`src/slt_pkg.sv`:
```
package slt_pkg;

   typedef enum logic [2:0] {
      OP_CLEAR  = 3'd0,
      OP_INSERT = 3'd1,
      OP_DELETE = 3'd2,
      OP_MODIFY = 3'd3,
      OP_GET    = 3'd4
   } op_type;

   typedef enum logic {
      ST_IDLE,
      ST_SEARCH
   } state_type;

   // broadcast from the sequencer to every cell
   typedef struct packed {
      logic       act;
      logic [2:0] op;
   } cell_ctl_type;

endpackage

```
`src/slt_cell.sv`:
```
module slt_cell #(
   parameter int ID_WIDTH      = 16,
   parameter int PAYLOAD_WIDTH = 32,
   parameter int IDX_W         = 4,
   parameter int INDEX         = 0
) (
   input  logic                       clock,
   input  logic                       reset,
   input  slt_pkg::cell_ctl_type      ctl,
   input  logic [ID_WIDTH-1:0]        key,
   input  logic [PAYLOAD_WIDTH-1:0]   wdata,
   input  logic [ID_WIDTH-1:0]        new_id,
   input  logic                       sum_hit_i,
   input  logic [IDX_W-1:0]           sum_idx_i,
   input  logic [ID_WIDTH-1:0]        sum_id_i,
   input  logic [PAYLOAD_WIDTH-1:0]   sum_dat_i,
   output logic                       sum_hit_o,
   output logic [IDX_W-1:0]           sum_idx_o,
   output logic [ID_WIDTH-1:0]        sum_id_o,
   output logic [PAYLOAD_WIDTH-1:0]   sum_dat_o
);
   import slt_pkg::*;

   logic                     valid_ff, valid_in;
   logic [ID_WIDTH-1:0]      ident_ff, ident_in;
   logic [PAYLOAD_WIDTH-1:0] data_ff, data_in;

   logic is_ins, is_srch, cand, hit;

   always_comb begin
      is_ins  = (ctl.op == OP_INSERT);
      is_srch = (ctl.op == OP_DELETE) || (ctl.op == OP_MODIFY) || (ctl.op == OP_GET);
      cand    = is_ins ? !valid_ff : (is_srch && valid_ff && (ident_ff == key));
      // a lower slot already claimed the operation
      hit     = ctl.act && cand && !sum_hit_i;

      sum_hit_o = sum_hit_i | hit;
      sum_idx_o = sum_idx_i | (hit ? IDX_W'(INDEX) : '0);
      sum_id_o  = sum_id_i  | (hit ? (is_ins ? new_id : ident_ff) : '0);
      sum_dat_o = sum_dat_i | ((hit && ctl.op == OP_GET) ? data_ff : '0);
   end

   always_comb begin
      valid_in = valid_ff;
      ident_in = ident_ff;
      data_in  = data_ff;
      if (ctl.act && ctl.op == OP_CLEAR) begin
         valid_in = 1'b0;
      end else if (hit) begin
         case (ctl.op)
            OP_INSERT: begin
               valid_in = 1'b1;
               ident_in = new_id;
               data_in  = wdata;
            end
            OP_DELETE: valid_in = 1'b0;
            OP_MODIFY: data_in  = wdata;
            default:   valid_in = valid_ff;
         endcase
      end
   end

   always_ff @(posedge clock) begin
      if (reset) begin
         valid_ff <= 1'b0;
      end else begin
         valid_ff <= valid_in;
      end
   end

   always_ff @(posedge clock) begin
      ident_ff <= ident_in;
      data_ff  <= data_in;
   end

endmodule

```
`src/slot_table_with_auto_id.sv`:
```
// Slot table with automatic identifiers.
// Input channel: a command beat (req_opcode, req_key_id, req_payload) is taken
// at a rising edge where start is high and busy is low. Opcodes: clear, insert,
// delete by id, modify by id, get by id.
// Result channel: exactly one beat per command, shown for one cycle with
// rsp_strobe high; the receiver cannot stall it and must take it then.
// The accepting edge starts the search; busy drops in the same cycle as the
// result strobe is high, so a new command is taken no earlier than that.
// The search runs combinationally through a row of slot cells: each cell
// compares its own entry and passes a claimed flag and the OR of the found
// fields to the next cell, so the lowest matching slot wins.
// Insert fills the lowest free slot with the identifier counter plus one;
// the counter survives clear and wraps at ID_WIDTH bits.
// Failed inserts, failed searches and unknown opcodes report status 1 with
// all other fields zero.
// Reset: every slot free, counter zero, block idle; no clearing pass.
module slot_table_with_auto_id #(
   parameter int ENTRIES       = 16,
   parameter int ID_WIDTH      = 16,
   parameter int PAYLOAD_WIDTH = 32,
   localparam int IDX_W        = (ENTRIES > 1) ? $clog2(ENTRIES) : 1
) (
   input  logic                     clock,
   input  logic                     reset,
   input  logic                     start,
   output logic                     busy,
   input  logic [2:0]               req_opcode,
   input  logic [ID_WIDTH-1:0]      req_key_id,
   input  logic [PAYLOAD_WIDTH-1:0] req_payload,
   output logic                     rsp_strobe,
   output logic                     rsp_status,
   output logic [IDX_W-1:0]         rsp_slot_index,
   output logic [ID_WIDTH-1:0]      rsp_entry_id,
   output logic [PAYLOAD_WIDTH-1:0] rsp_record_payload
);
   import slt_pkg::*;

   state_type                state_ff, state_in;
   logic [2:0]               op_ff, op_in;
   logic [ID_WIDTH-1:0]      key_ff, key_in;
   logic [PAYLOAD_WIDTH-1:0] wdata_ff, wdata_in;
   logic [ID_WIDTH-1:0]      next_id_ff, next_id_in;
   logic                     strobe_ff, strobe_in;
   logic                     status_ff, status_in;
   logic [IDX_W-1:0]         idx_ff, idx_in;
   logic [ID_WIDTH-1:0]      id_ff, id_in;
   logic [PAYLOAD_WIDTH-1:0] dat_ff, dat_in;

   logic                     accept;
   logic [ID_WIDTH-1:0]      new_id;
   cell_ctl_type             ctl;

   logic                     hit_c [ENTRIES+1];
   logic [IDX_W-1:0]         idx_c [ENTRIES+1];
   logic [ID_WIDTH-1:0]      id_c  [ENTRIES+1];
   logic [PAYLOAD_WIDTH-1:0] dat_c [ENTRIES+1];

   assign accept = start && !busy;
   assign new_id = next_id_ff + ID_WIDTH'(1);

   // next state
   always_comb begin
      case (state_ff)
         ST_IDLE:   state_in = accept ? ST_SEARCH : ST_IDLE;
         ST_SEARCH: state_in = ST_IDLE;
         default:   state_in = ST_IDLE;
      endcase
   end

   // outputs of the sequencer
   always_comb begin
      case (state_ff)
         ST_IDLE: begin
            busy    = 1'b0;
            ctl.act = 1'b0;
         end
         ST_SEARCH: begin
            busy    = 1'b1;
            ctl.act = 1'b1;
         end
         default: begin
            busy    = 1'b1;
            ctl.act = 1'b0;
         end
      endcase
      ctl.op = op_ff;
   end

   assign hit_c[0] = 1'b0;
   assign idx_c[0] = '0;
   assign id_c[0]  = '0;
   assign dat_c[0] = '0;

   for (genvar i = 0; i < ENTRIES; i++) begin : g_cell
      slt_cell #(
         .ID_WIDTH      (ID_WIDTH),
         .PAYLOAD_WIDTH (PAYLOAD_WIDTH),
         .IDX_W         (IDX_W),
         .INDEX         (i)
      ) u_cell (
         .clock     (clock),
         .reset     (reset),
         .ctl       (ctl),
         .key       (key_ff),
         .wdata     (wdata_ff),
         .new_id    (new_id),
         .sum_hit_i (hit_c[i]),
         .sum_idx_i (idx_c[i]),
         .sum_id_i  (id_c[i]),
         .sum_dat_i (dat_c[i]),
         .sum_hit_o (hit_c[i+1]),
         .sum_idx_o (idx_c[i+1]),
         .sum_id_o  (id_c[i+1]),
         .sum_dat_o (dat_c[i+1])
      );
   end

   always_comb begin
      op_in      = accept ? req_opcode  : op_ff;
      key_in     = accept ? req_key_id  : key_ff;
      wdata_in   = accept ? req_payload : wdata_ff;
      next_id_in = next_id_ff;
      strobe_in  = ctl.act;
      status_in  = status_ff;
      idx_in     = idx_ff;
      id_in      = id_ff;
      dat_in     = dat_ff;
      if (ctl.act) begin
         // advance the counter only when an insert found a free slot
         if (op_ff == OP_INSERT && hit_c[ENTRIES]) begin
            next_id_in = new_id;
         end
         case (op_ff)
            OP_CLEAR:   status_in = 1'b0;
            OP_INSERT,
            OP_DELETE,
            OP_MODIFY,
            OP_GET:     status_in = !hit_c[ENTRIES];
            default:    status_in = 1'b1;
         endcase
         idx_in = idx_c[ENTRIES];
         id_in  = id_c[ENTRIES];
         dat_in = dat_c[ENTRIES];
      end
   end

   always_ff @(posedge clock) begin
      if (reset) begin
         state_ff   <= ST_IDLE;
         next_id_ff <= '0;
         strobe_ff  <= 1'b0;
      end else begin
         state_ff   <= state_in;
         next_id_ff <= next_id_in;
         strobe_ff  <= strobe_in;
      end
   end

   always_ff @(posedge clock) begin
      op_ff     <= op_in;
      key_ff    <= key_in;
      wdata_ff  <= wdata_in;
      status_ff <= status_in;
      idx_ff    <= idx_in;
      id_ff     <= id_in;
      dat_ff    <= dat_in;
   end

   assign rsp_strobe         = strobe_ff;
   assign rsp_status         = status_ff;
   assign rsp_slot_index     = idx_ff;
   assign rsp_entry_id       = id_ff;
   assign rsp_record_payload = dat_ff;

endmodule

```
`config.mk`:
```
export PLATFORM = sky130hd
export DESIGN_NAME = slot_table_with_auto_id
export DESIGN_NICKNAME = d
export VERILOG_FILES = /design/src/slt_pkg.sv /design/src/slt_cell.sv /design/src/slot_table_with_auto_id.sv
export SDC_FILE = /design/constraint.sdc
export NUM_CORES = 1
export LEC_CHECK = 0
export ABC_AREA = 0
export BUFFER_PORTS_ARGS = -buffer_cell sky130_fd_sc_hd__buf_2
export CAP_MARGIN = 30
export CORE_MARGIN = 2
export CORE_UTILIZATION = 67
export DETAILED_ROUTE_END_ITERATION = 8
export PLACE_DENSITY = 0.9
export SLEW_MARGIN = 40
export SYNTH_ARGS = -nofsm -noshare
export SYNTH_HDL_FRONTEND = slang
export SYNTH_SLANG_ARGS = --single-unit
```
`constraint.sdc`:
```
create_clock -name clock -period 10.2 [get_ports clock]
set_input_delay 1.02 -clock clock [delete_from_list [all_inputs] [get_ports clock]]
set_output_delay 1.02 -clock clock [all_outputs]
set_load 0.005 [all_outputs]
```
==> results_dict.tcl <==
set metrics [dict create \
    maxCapViolations 0 \
    nets 3070 \
    cts_root_buffer "clkbuf_16" \
    ant_nets 0 \
    placementRows 88 \
    power.density_nw_per_um2 182 \
    dieArea_sq_um 60500 \
    path_max_fanout 32 \
    final_common_cell "edfxtp_1" \
    hold_viol 0 \
    dr.pass1.iters 9 \
    synth-xor-area-share_pct 6.21 \
    fin_setup_tns_ns 0 \
    clock_skew_ns 0.0475 \
    synth_fp_nets 2973 \
    endpoint_kind "flip-flop" \
    drive_gt1_share_pct 13.4 \
    synth-seq-cells 906 \
    grt_pass1_vias 28400 \
    synthAdderAreaFrac_pct 0.0319 \
    fmax_ghz 0.186 \
    status "finished with violations" \
    crit_chain "nor3b_4, buf_4, nand2_2, o22ai_2, buf_4, and2_1, buf_4, nand2_1, nor2_4, buf_4" \
    clkLatencyLatePin_ns 0.70 \
    hp-class "in2reg" \
    async_reset_ff_share_pct 0 \
    yosys-mux-area-fraction_pct 0.0511 \
    dieHeight_um 246 \
    synth_top_area_share_pct 66.8 \
    n_fill_cell 3240 \
    critPathSlowestCell "nor3b_4" \
    critical_path_class "reg2reg" \
    ios 109 \
    p_leak_nw 14.8 \
    syn_avg_cell_area_sq_um 13.4 \
    worstMarginPinSlew_ns 0.912 \
    total_power_mw 8.02 \
    synthSimpleGateAreaFrac_pct 9.91 \
    violations "design-rule violations" \
    netlist_instances 2918 \
    clkTransAtPathRegs_ns 0.06 \
    yosysTopAreaCell "edfxtp_1" \
    die_w_um 246 \
    synth.distinct_cells 74 \
    syn_area_sq_um 39200 \
    synth_compound_area_share_pct 12.9 \
    cts.sinks 906 \
    period_share_pct 52.8 \
    ys.flop_type "edfxtp_1" \
    layout_common_cells "872 x edfxtp_1, 367 x nand2_1, 197 x xnor2_1, 176 x nor2_1, 134 x a22oi_1" \
    crit_top_cell "buf_4" \
    dp_hpwl_mm 77.3 \
    grt.overflow.total 0 \
    drc 27 \
    postCtsSetupBuffers 0 \
    post-route-min-period_ns 5.39 \
    cp_top_family "simple AND/OR/NAND/NOR gates" \
    diodes 0 \
    cts_htree_levels 3 \
    grt_setup_unrepaired "false" \
    arrival_ns 5.69 \
    syn2layout_area_growth_pct 12.1 \
    path_buf_inv 4 \
    routed_wl_mm 134 \
    place_congestion 1.02 \
    holdBufCountCts 0 \
    setup_viol 0 \
    antenna_found_initial 4 \
    globalRouteTotalUtil_pct 44.7 \
    ir_worst_vdd_uv 222 \
    synth_top_family_by_area "compound AO/OA/AOI/OAI gates" \
    grt_max_degree 67 \
    wl_per_cell_um 34.8 \
    clockBufferDepth 3 \
    seq_area_frac_synth_pct 68.5 \
    ys_warn_count 0 \
    vias 29200 \
    relSlewSlack_pct 39.2 \
    core_area_sq_um 57800 \
    io_buffers 108 \
    worstSetupStartpointType "flip-flop" \
    cts_made_buffers 89 \
    start_util_pct 67.8 \
    netlist_top_cells_area "edfxtp_1 67%, xnor2_1 4.4%, nand2_1 3.5%" \
    cpPeakStageDelay_ns 0.75 \
    drt-vias-per-instance 7.59 \
    drtIter0Drc 5971 \
    drv_slew 0 \
    cts_resized 0 \
    grt_pass1_wl_mm 194 \
    cts_tree "yes" \
    crit_required_ns 10.50 \
    synth_enable_flop_cells 872 \
]
[where the power goes]
group / leakage, nW / switching, mW / internal [mW] / total (mW)
logic: 5.16 / 0.266 / 0.114 / 0.380
registers: 8.17 / 0.0616 / 4.12 / 4.18
clock network: 1.46 / 1.51 / 1.94 / 3.45
total: 14.8 / 1.84 / 6.18 / 8.02
[sequential cells by signal (all words and copies together), names as in the netlist, 3 cells and up]
signal	flops
g_cell.u_cell.data_ff	512
g_cell.u_cell.ident_ff	256
rsp_entry_id	16
rsp_slot_index	4
wdata_ff	32
key_ff	16
rsp_record_payload	32
g_cell.u_cell.valid_ff	16
op_ff	3
next_id_ff	16
[cell usage after synthesis (6+ instances only)]
cell type and count:
a211oi_1 16, a21o_1 56, a21oi_1 71, a221o_1 10
a221oi_1 17, a222oi_1 47, a22o_1 53, a22oi_1 134
a31o_2 23, a31oi_1 8, and2_1 8, and3_1 15
buf_1 20, buf_2 35, buf_4 11, buf_6 6
clkbuf_1 120, dfxtp_1 34, edfxtp_1 872, inv_1 17
nand2_1 368, nand2b_1 9, nand3_1 42, nand3b_1 6
nand4_1 79, nor2_1 194, nor2b_1 12, nor3_1 22
nor4_1 28, o2111ai_1 12, o211ai_1 15, o21a_1 87
o21ai_0 82, o21ai_1 7, o22ai_1 16, or4_1 14
xnor2_1 197, xor2_1 81
[stage by stage]
| step | utilization, % | std cells | area, sq um | setup slack (ns) | hold slack [ns] |
|---|---|---|---|---|---|
| global placement | 70.3 | 3675 | 40700 | 5.18 | 0.480 |
| finish | 76.0 | 3852 | 44000 | 4.81 | 0.497 |
| CTS | 76.0 | 3852 | 44000 | 5.06 | 0.487 |
| detailed placement | 70.8 | 3689 | 41000 | 5.15 | 0.497 |
| floorplan | - | 2918 | 39200 | 3.67 | 0.458 |
| global route | 76.0 | 3852 | 44000 | 4.82 | 0.497 |
[layer usage]
layer | up-vias | part of all wire [%] | global-route usage (%)
li1 | 11400 | - | -
met4 | 6 | 8.7 | 29.6
met1 | 13800 | 31 | 57.6
met2 | 3322 | 44 | 67.4
met3 | 772 | 16 | 11.6
met5 | - | 0.020 | 0
[layout make-up]
cell class | instances | area (sq um) | share of cell area [%]
clock inverter | 54 | 676 | 1.54
timing repair buffer | 199 | 1400 | 3.18
clock buffer | 109 | 2320 | 5.29
multi-input combinational | 1799 | 11700 | 26.5
inverter | 20 | 75.1 | 0.171
tap | 765 | 957 | 2.18
sequential | 906 | 26900 | 61.1
[cells by family (layout without fill, tap and decap cells)]
family / after synthesis / count (layout)
buffers and inverters: 213 / 382
DFF: 906 / 906
muxes: 2 / 2
AOI/OAI and AO/OA: 685 / 685
and+or+nand+nor: 833 / 833
xor gates and xnor gates: 278 / 278
adders and majority gates: 1 / 1
[path summary, 6_finish.rpt]
kind	startpoint	cells past startpoint	slack (ns)	end
setup reg to reg	op_ff[1]	10	4.81	g_cell[10].u_cell.data_ff[8]
hold / removal	req_payload[9]	1	0.50	wdata_ff[9]
setup / recovery	op_ff[1]	10	4.81	g_cell[10].u_cell.data_ff[8]
hold reg to reg	g_cell[8].u_cell.valid_ff	2	0.51	g_cell[8].u_cell.valid_ff
No activity file was read; power rests on OpenSTA's default activity.
